===== src/rtl/assert_macros.svh =====
// ----------------------------------------------------------------------------
// Assertion macros
// Concurrent assertion helpers shared by the RTL; empty for synthesis.
// ----------------------------------------------------------------------------
`ifndef ASSERT_MACROS_SVH
`define ASSERT_MACROS_SVH

`ifndef SYNTHESIS

// property holds at every clock edge outside reset
`define ASSERT_ALWAYS(lbl, clk_s, rstn_s, prop) \
	lbl: assert property (@(posedge clk_s) disable iff (!rstn_s) (prop)) \
		else $error("assertion failed");

// antecedent implies consequent in the same cycle
`define ASSERT_SAME(lbl, clk_s, rstn_s, ante, cons) \
	lbl: assert property (@(posedge clk_s) disable iff (!rstn_s) (ante) |-> (cons)) \
		else $error("assertion failed");

// antecedent implies consequent in the next cycle
`define ASSERT_NEXT(lbl, clk_s, rstn_s, ante, cons) \
	lbl: assert property (@(posedge clk_s) disable iff (!rstn_s) (ante) |=> (cons)) \
		else $error("assertion failed");

`else

`define ASSERT_ALWAYS(lbl, clk_s, rstn_s, prop)
`define ASSERT_SAME(lbl, clk_s, rstn_s, ante, cons)
`define ASSERT_NEXT(lbl, clk_s, rstn_s, ante, cons)

`endif

`endif


===== src/rtl/hscd_pkg.sv =====
`timescale 1ns / 1ps
// ----------------------------------------------------------------------------
// hscd_pkg
// Shared constants and controller/datapath interface types.
// ----------------------------------------------------------------------------
package hscd_pkg;

	localparam int CHANNELS  = 3;
	localparam int BIN_COUNT = 256;
	localparam int BIN_W     = 8;   // bin index
	localparam int CNT_W     = 24;  // bin count
	localparam int SUM_W     = 26;  // difference sum and threshold
	localparam int IDX_W     = 24;  // frame index

	localparam logic [CNT_W-1:0] CNT_MAX      = {CNT_W{1'b1}};
	localparam logic [SUM_W-1:0] THRESH_RESET = 26'd1000000;

	// controller -> datapath
	typedef struct packed {
		logic             pix_req;     // pixel taken this cycle
		logic             sweep_rd;    // read bin sweep_idx of all stores
		logic             sweep_zero;  // clear current bin sweep_idx
		logic             sweep_cmp;   // copy to previous and feed the difference sum
		logic [BIN_W-1:0] sweep_idx;
		logic             acc_clear;
		logic             result_load;
	} cmd_t;

	// datapath -> controller
	typedef struct packed {
		logic pipe_busy;
		logic out_full;
	} status_t;

endpackage


===== src/rtl/hscd_ctrl.sv =====
`timescale 1ns / 1ps
`include "assert_macros.svh"
// ----------------------------------------------------------------------------
// hscd_ctrl
// Sequencer: clearing pass after reset, pixel intake, frame-end sweep,
// pipeline flush and result hand-off.
// ----------------------------------------------------------------------------
module hscd_ctrl
	import hscd_pkg::*;
(
	input  logic    clk,
	input  logic    arst_n,
	input  logic    in_valid,
	input  logic    in_last,
	output logic    in_ready,
	input  status_t status,
	output cmd_t    cmd
);

	typedef enum logic [2:0] {
		ST_CLEAR,
		ST_IDLE,
		ST_DRAIN,
		ST_SWEEP,
		ST_FLUSH,
		ST_REPORT
	} state_t;

	localparam logic [BIN_W-1:0] LastBin = BIN_W'(BIN_COUNT - 1);

	state_t           state_q;
	logic [BIN_W-1:0] cnt_q;
	logic             have_prev_q;
	logic             in_acc;

	assign in_ready = (state_q == ST_IDLE);
	assign in_acc   = in_valid & in_ready;

	// commands decoded from state
	always_comb begin
		cmd             = '0;
		cmd.pix_req     = in_acc;
		cmd.sweep_idx   = cnt_q;
		cmd.sweep_rd    = (state_q == ST_CLEAR) || (state_q == ST_SWEEP);
		cmd.sweep_zero  = cmd.sweep_rd;
		cmd.sweep_cmp   = (state_q == ST_SWEEP);
		cmd.acc_clear   = (state_q == ST_DRAIN);
		cmd.result_load = (state_q == ST_REPORT) && have_prev_q && !status.out_full;
	end

	// state, sweep counter, first-frame flag
	always_ff @(posedge clk or negedge arst_n) begin
		if (!arst_n) begin
			state_q     <= ST_CLEAR;
			cnt_q       <= '0;
			have_prev_q <= 1'b0;
		end else begin
			unique case (state_q)
				ST_CLEAR: begin
					cnt_q <= cnt_q + 1'b1;
					if (cnt_q == LastBin) begin
						state_q <= ST_IDLE;
					end
				end
				ST_IDLE: begin
					if (in_acc && in_last) begin
						state_q <= ST_DRAIN;
					end
				end
				ST_DRAIN: begin
					// last pixel's increment lands this cycle
					cnt_q   <= '0;
					state_q <= ST_SWEEP;
				end
				ST_SWEEP: begin
					cnt_q <= cnt_q + 1'b1;
					if (cnt_q == LastBin) begin
						state_q <= ST_FLUSH;
					end
				end
				ST_FLUSH: begin
					if (!status.pipe_busy) begin
						state_q <= ST_REPORT;
					end
				end
				ST_REPORT: begin
					if (!have_prev_q) begin
						have_prev_q <= 1'b1;
						state_q     <= ST_IDLE;
					end else if (!status.out_full) begin
						state_q <= ST_IDLE;
					end
				end
				default: begin
					state_q <= ST_CLEAR;
				end
			endcase
		end
	end

	// frame end always enters the drain cycle before any sweep read
	`ASSERT_NEXT(a_end_drain, clk, arst_n, in_acc && in_last, state_q == ST_DRAIN)
	// the result register is never overwritten
	`ASSERT_SAME(a_load_free, clk, arst_n, cmd.result_load, !status.out_full)
	// the sum is read only after the difference pipeline has emptied
	`ASSERT_SAME(a_report_flushed, clk, arst_n, state_q == ST_REPORT, !status.pipe_busy)

endmodule


===== config.mk =====
export PLATFORM = sky130hd
export DESIGN_NAME = hscd_ctrl
export DESIGN_NICKNAME = d
export VERILOG_FILES = /design/src/rtl/hscd_pkg.sv /design/src/rtl/hscd_ctrl.sv
export VERILOG_INCLUDE_DIRS = /design/src /design/src/rtl
export SDC_FILE = /design/constraint.sdc
export NUM_CORES = 1
export LEC_CHECK = 0
export BUFFER_PORTS_ARGS = -buffer_cell sky130_fd_sc_hd__buf_2
export CAP_MARGIN = 40
export CELL_PAD_IN_SITES_DETAIL_PLACEMENT = 0
export CELL_PAD_IN_SITES_GLOBAL_PLACEMENT = 1
export CORE_MARGIN = 10
export CORE_UTILIZATION = 39
export CTS_CLUSTER_DIAMETER = 100
export DETAILED_ROUTE_END_ITERATION = 16
export PLACE_DENSITY_LB_ADDON = 0.1
export SLEW_MARGIN = 30
export SYNTH_ARGS = -nofsm -noshare
export SYNTH_HDL_FRONTEND = slang
export SYNTH_SLANG_ARGS = --single-unit
export TNS_END_PERCENT = 20

===== constraint.sdc =====
create_clock -name clk -period 2.8 [get_ports clk]
set_input_delay 0.28 -clock clk [delete_from_list [all_inputs] [get_ports clk]]
set_output_delay 0.28 -clock clk [all_outputs]
set_load 0.005 [all_outputs]

==> results of run 1 <==
-- power by group through the flow --
stage | logic (mW) | registers, mW | clock network, mW
after global placement | 0.341 | 0.260 | 0
after CTS | 0.346 | 0.263 | 0.151
after global routing | 0.387 | 0.272 | 0.159
after detailed placement | 0.339 | 0.267 | 0
after floorplan | 0.313 | 0.237 | 0
final | 0.336 | 0.262 | 0.147
-- cell families after synthesis --
logic type	count (synthesis)	share of synthesized area, %
buffers and inverters	9	8.72
XOR/XNOR	1	1.20
flip-flops	12	41.0
AND/OR/NAND/NOR	34	27.2
AO/OA/AOI/OAI	23	20.2
adder cells (fa/ha/maj)	1	1.71
-- critical path, stage by stage, from the launching register on --
cell and delay [ps]:
dfrtp_1 490, xor2_1 180, or2_1 320, inv_2 180, buf_2 140
-- final cells by class --
cell class | instances | area (sq um)
Multi-Input combinational cell | 59 | 368
Fill cell | 184 | 888
Tap cell | 25 | 31.3
Clock buffer | 4 | 36.3
Timing Repair Buffer | 21 | 110
Inverter | 3 | 11.3
Sequential cell | 12 | 300
-- synth_stat cells (all sizes together) (2+ instances only) --
cell	count	area (sq um)
inv	3	11.3
nor2	7	26.3
buf	5	48.8
a21oi	6	30.0
and3	4	25.0
a22o	4	35.0
nor3b	2	15.0
and2	2	12.5
a21o	3	22.5
or2	3	18.8
nor2b	3	18.8
nand2b	2	12.5
dfrtp	12	300
o21ai	7	35.0
nand3	3	15.0
-- stage by stage --
step	worst slack, ps	utilization, %
2_1_floorplan	1330	-
5_1_grt	812	49.1
4_1_cts	904	49.1
3_5_place_dp	1220	46.5
6_report	916	49.1
3_3_place_gp	1240	46.5
-- metal layers --
layer | up-vias | part of all wire (%) | global-route usage (%)
li1 | 320 | - | -
met1 | 280 | 54 | 13.1
met2 | 15 | 41 | 12.8
met3 | 2 | 4.8 | 2.83
met4 | 0 | 0.62 | 2.46
met5 | - | 0 | 0
-- flip-flops by register name, indices dropped and copies added, names as in the netlist --
signal and count:
have_prev_q 1, state_q 3, cnt_q 8
-- how the worst min path moves through the flow --
stage,slack (ps),to
after floorplan,-20,cnt_q[0]$_DFFE_PN0P_
after global placement,170,cnt_q[5]$_DFFE_PN0P_
after detailed placement,180,cnt_q[6]$_DFFE_PN0P_
after CTS,410,cnt_q[5]$_DFFE_PN0P_
after global routing,430,cnt_q[4]$_DFFE_PN0P_
final,410,cnt_q[6]$_DFFE_PN0P_
-- timing repair --
action | 4_1_cts | 5_1_grt
resized for setup | 0 | 0
endpoints found under the hold margin | 12 | 0
hold buffers | 1 | 0
==> flow_summary.toml, run 1 <==
[status]
status = "finished, final reports clean"

[clock_network]
cts_sinks = 12
cts_tree = "yes"
cts.clk_slew.worst_paths_ps = 90
clock_latency_ps = 280
cts-htree-levels = 1
cts_buffers = 3
clock_tree.root_cell = "clkbuf_4"
clockBufferDepth = 2
postCtsSetupBuffers = 0

[setup_path]
r2r_slack_ps = 1220
rr_startpoint = "state_q[0]$_DFFE_PN0P_"
cp-startpoint = "state_q[0]$_DFFE_PN0P_"
arrival_ps = 1600
startpoint_type = "register"
endpoint = "cmd[11]"
crit_required_ps = 2520
crit_type = "reg -> out"
reg2reg_to = "state_q[0]$_DFFE_PN0P_"
cp_max_fo = 10
reg2reg_depth = 5
endpoint_kind = "output port"

[layout]
design_area_sq_um = 857
nets = 107
antennaDiodeCount = 0
final_common_cell = "buf_2"
drive_gt1_share_pct = 27.3
layout_common_cells = "buf_2 (20), dfrtp_1 (12), nor2_1 (7)"
finalNonFillerCells = 124
area_growth_pct = 17.1

[timing]
timing.final.crit_share_pct = 67.3
fin_worst_skew_ps = 2.04
setup_viol_count_final = 0
hold_viol_final = 0
max_freq_mhz = 531
finalCriticalPeriod_ps = 1880
final_max_slew_viol_count = 0
relSlewSlack_pct = 75.9
rsz0062_at_grt = "false"
holdWs_ps = 407
finalSetupTns_ps = 0
worstMarginPinSlew_ps = 360

[detailed_routing]
wl_per_cell_microns = 14.4
drtAntennaViolNets = 0
drt-total-wl_mm = 1.79
vias = 617
via_per_inst = 4.98
drc = 0
drtIter0Drc = 3
drt_first_pass_iters = 3

[synth]
ys_ff_latch = 12
synth-edff-count = 0
yosysWarnings = 0
synth_ff_type = "dfrtp_1"
syn_area_per_cell_sq_um = 9.15
syn_area_sq_um = 732
netlist-cell-type-count = 33
ys_seq_area_share_pct = 41.0
syn_inst = 80
async_flop_share_pct = 100
synth.net_count = 87

[pwr]
seq_power_share_pct = 35.1
ir_worst_vdd_mv = 0.602
p_int_mw = 0.440
power_frac_comb_pct = 45.2
p_switching_mw = 0.305
clock_power_share_pct = 19.7
leakage_nw = 0.461
power_density_nw_per_um2 = 869
power_mw = 0.744
swShare_pct = 40.9

[global_route]
overflow = 0
grt_max_degree = 13
grt_use_total_pct = 9.20
antenna_found_initial = 0
grt_pass1_vias = 635
grt_pass1_wl_mm = 3.08

[place]
numPortBuffers = 20
hpwl_mm = 1.32
place_congestion = 0.761
dpl-instance-area_sq_um = 811
placed_cells = 119

[floorplanning]
design.core.area_sq_um = 1750
io_pins = 21
rows = 15
dieHeight_microns = 63.3
dieWidth_microns = 63.3
dieArea_sq_um = 4010
initial_core_util_pct = 41.9

[flow_run]
cap_violations = 0

[min_path]
worstHoldPathType = "in -> async"
Power figures use the tool's default switching activity.
==> run 2, diff against run 1 <==
Settings changed: CORE_ASPECT_RATIO set to 1.5, CORE_UTILIZATION 39 to 36.
Clock period 2.8 ns to 1.75 ns, I/O delays scaled along.
==> run 2 against run 1 <==
Compared with the run above: first-iteration DRC count increased to 3.3 times the previous value; clock skew up 1.3 ps; total power increased by 65%; highest routed layer unchanged.
==> flow_summary.toml, run 2 (same netlist as run 1, synthesis figures left out) <==
[setup_path]
critPathSlowestCell = "dfrtp_1"
crit_type = "reg -> out"
arrival_ps = 1400
cp_max_fo = 9
cp_cell_sequence = "xor2_1 > or2_4 > inv_2 > buf_2"
endpoint_kind = "output port"
r2r_slack_ps = 220
critPathMaxStageDelay_ps = 470
crit_required_ps = 1570
startpoint_type = "register"

[pwr]
power_density_nw_per_um2 = 1430
leakage_nw = 0.466
p_int_mw = 0.748
swShare_pct = 39.3
ir_worst_vdd_mv = 0.640
seq_power_share_pct = 33.9
p_switching_mw = 0.484
clock_power_share_pct = 18.2
power_frac_comb_pct = 47.9

[timing]
rsz0062_at_grt = "false"
timing.final.crit_share_pct = 90.0
setup_viol_count_final = 0
worstMarginPinSlew_ps = 342
max_freq_mhz = 635
finalSetupTns_ps = 0
final_max_slew_viol_count = 0
relSlewSlack_pct = 77.2
finalCriticalPeriod_ps = 1580
fin_worst_skew_ps = 3.34
hold_viol_final = 0

[layout]
top_register = "cnt_q"
antennaDiodeCount = 0
largestRegisters = "cnt_q: 8 flops, state_q: 3 flops, have_prev_q: 1 flops"
multi_input_area_sq_um = 370
final_common_cell = "buf_2"
ff_latch_area_sq_um = 302
layout_common_cells = "buf_2 (20), dfrtp_1 (11), nor2_1 (7)"
final_util_pct = 46.0
drive_gt1_share_pct = 30.0
largest_register_ffs = 8
nets = 108
fillers = 195
area_growth_pct = 17.9

[global_route]
grt_pass1_vias = 672
grt_use_total_pct = 9.16
grt_max_degree = 13
overflow = 0
grt_pass1_wl_mm = 3.11
antenna_found_initial = 0

[clock_network]
cts_buffers = 3
cts_sinks = 12
cts.clk_slew.worst_paths_ps = 80
clock_latency_ps = 270
cts_tree = "yes"
clockBufferDepth = 2
cts-htree-levels = 1
clock_tree.root_cell = "clkbuf_4"

[detailed_routing]
drt-total-wl_mm = 1.77
maxUsedRoutingLayer = "met4"
via_per_inst = 5.25
routed-wl-met2_microns = 881
dr_wl_met3_microns = 85
wl_per_cell_microns = 14.6
drtIter0Drc = 10
drtAntennaViolNets = 0
drc = 0
wl_met1_microns = 763
vias = 635
drt_first_pass_iters = 4

[place]
numPortBuffers = 20
place_congestion = 0.705
hpwl_mm = 1.37

[floorplanning]
dieWidth_microns = 56.8
io_pins = 21
initial_core_util_pct = 39.0
dieHeight_microns = 75.2
design.core.area_sq_um = 1880
rows = 19
dieArea_sq_um = 4270

[status]
status = "finished, final reports clean"

[flow_run]
cap_violations = 0

[min_path]
worstHoldPathType = "in -> async"
-- run 2: cell types whose count changed in the layout (fill, tap and decap cells not counted), sizes merged --
cell  previous run  this run
buf             20        21
-- run 2: power by group through the flow --
stage               Combinational [mW]  Clock [mW]  Sequential (mW)
finish                           0.590       0.224            0.418
global route                     0.686       0.240            0.440
CTS                              0.588       0.228            0.421
detailed placement               0.550           0            0.423
global placement                 0.558           0            0.425
floorplan                        0.501           0            0.379
-- run 2: routing by layer --
layer  track usage, %  vias to the layer above
met1             9.83                      293
met4             6.28                        0
met2             15.5                       15
met3             2.36                        4
li1                 -                      323
met5                0                        -
-- run 2: what timing repair did --
item	4_1_cts	5_1_grt
pin swaps	0	0
endpoints found under the hold margin	12	0
hold buffers	1	0
setup endpoints to repair	2	3
gates resized for setup	1	1
setup buffers	1	0
-- run 2: area by class of cell --
| type | count | share of cell area [%] |
|---|---|---|
| inverter | 3 | 1.30 |
| clock buffer | 4 | 4.20 |
| sequential | 12 | 34.9 |
| tap | 21 | 3.04 |
| multi-input combinational | 59 | 42.9 |
| timing repair buffer | 22 | 13.6 |
-- run 2: worst max-delay path: cells and delay by family, from the launching register on --
kind,cells,cell delay (ps)
buf+inv,2,190
xor+xnor,1,190
flops,1,470
simple gates,1,280
-- run 2: final timing paths --
check,end,cells past startpoint,from
max in group asynchronous,state_q[0]$_DFFE_PN0P_,2,arst_n
worst max register to register,state_q[0]$_DFFE_PN0P_,6,state_q[1]$_DFFE_PN0P_
worst max-delay path,cmd[12],4,state_q[1]$_DFFE_PN0P_
min in group clk,state_q[1]$_DFFE_PN0P_,5,in_last
worst min register to register,have_prev_q$_DFFE_PN0P_,1,have_prev_q$_DFFE_PN0P_
worst min-delay path,state_q[1]$_DFFE_PN0P_,2,arst_n
-- run 2: stage by stage --
| step | power [mW] | instance area, sq um | setup WS, ps | hold slack [ps] | instances |
|---|---|---|---|---|---|
| final | 1.23 | 863 | 174 | 308 | 121 |
| after global routing | 1.37 | 863 | 64.1 | 325 | 121 |
| after CTS | 1.24 | 861 | 81.1 | 312 | 121 |
| after detailed placement | 0.973 | 806 | 160 | 75.0 | 115 |
| after global placement | 0.983 | 806 | 116 | 75.2 | 115 |
| after floorplan | 0.879 | 732 | 328 | -121 | 80 |
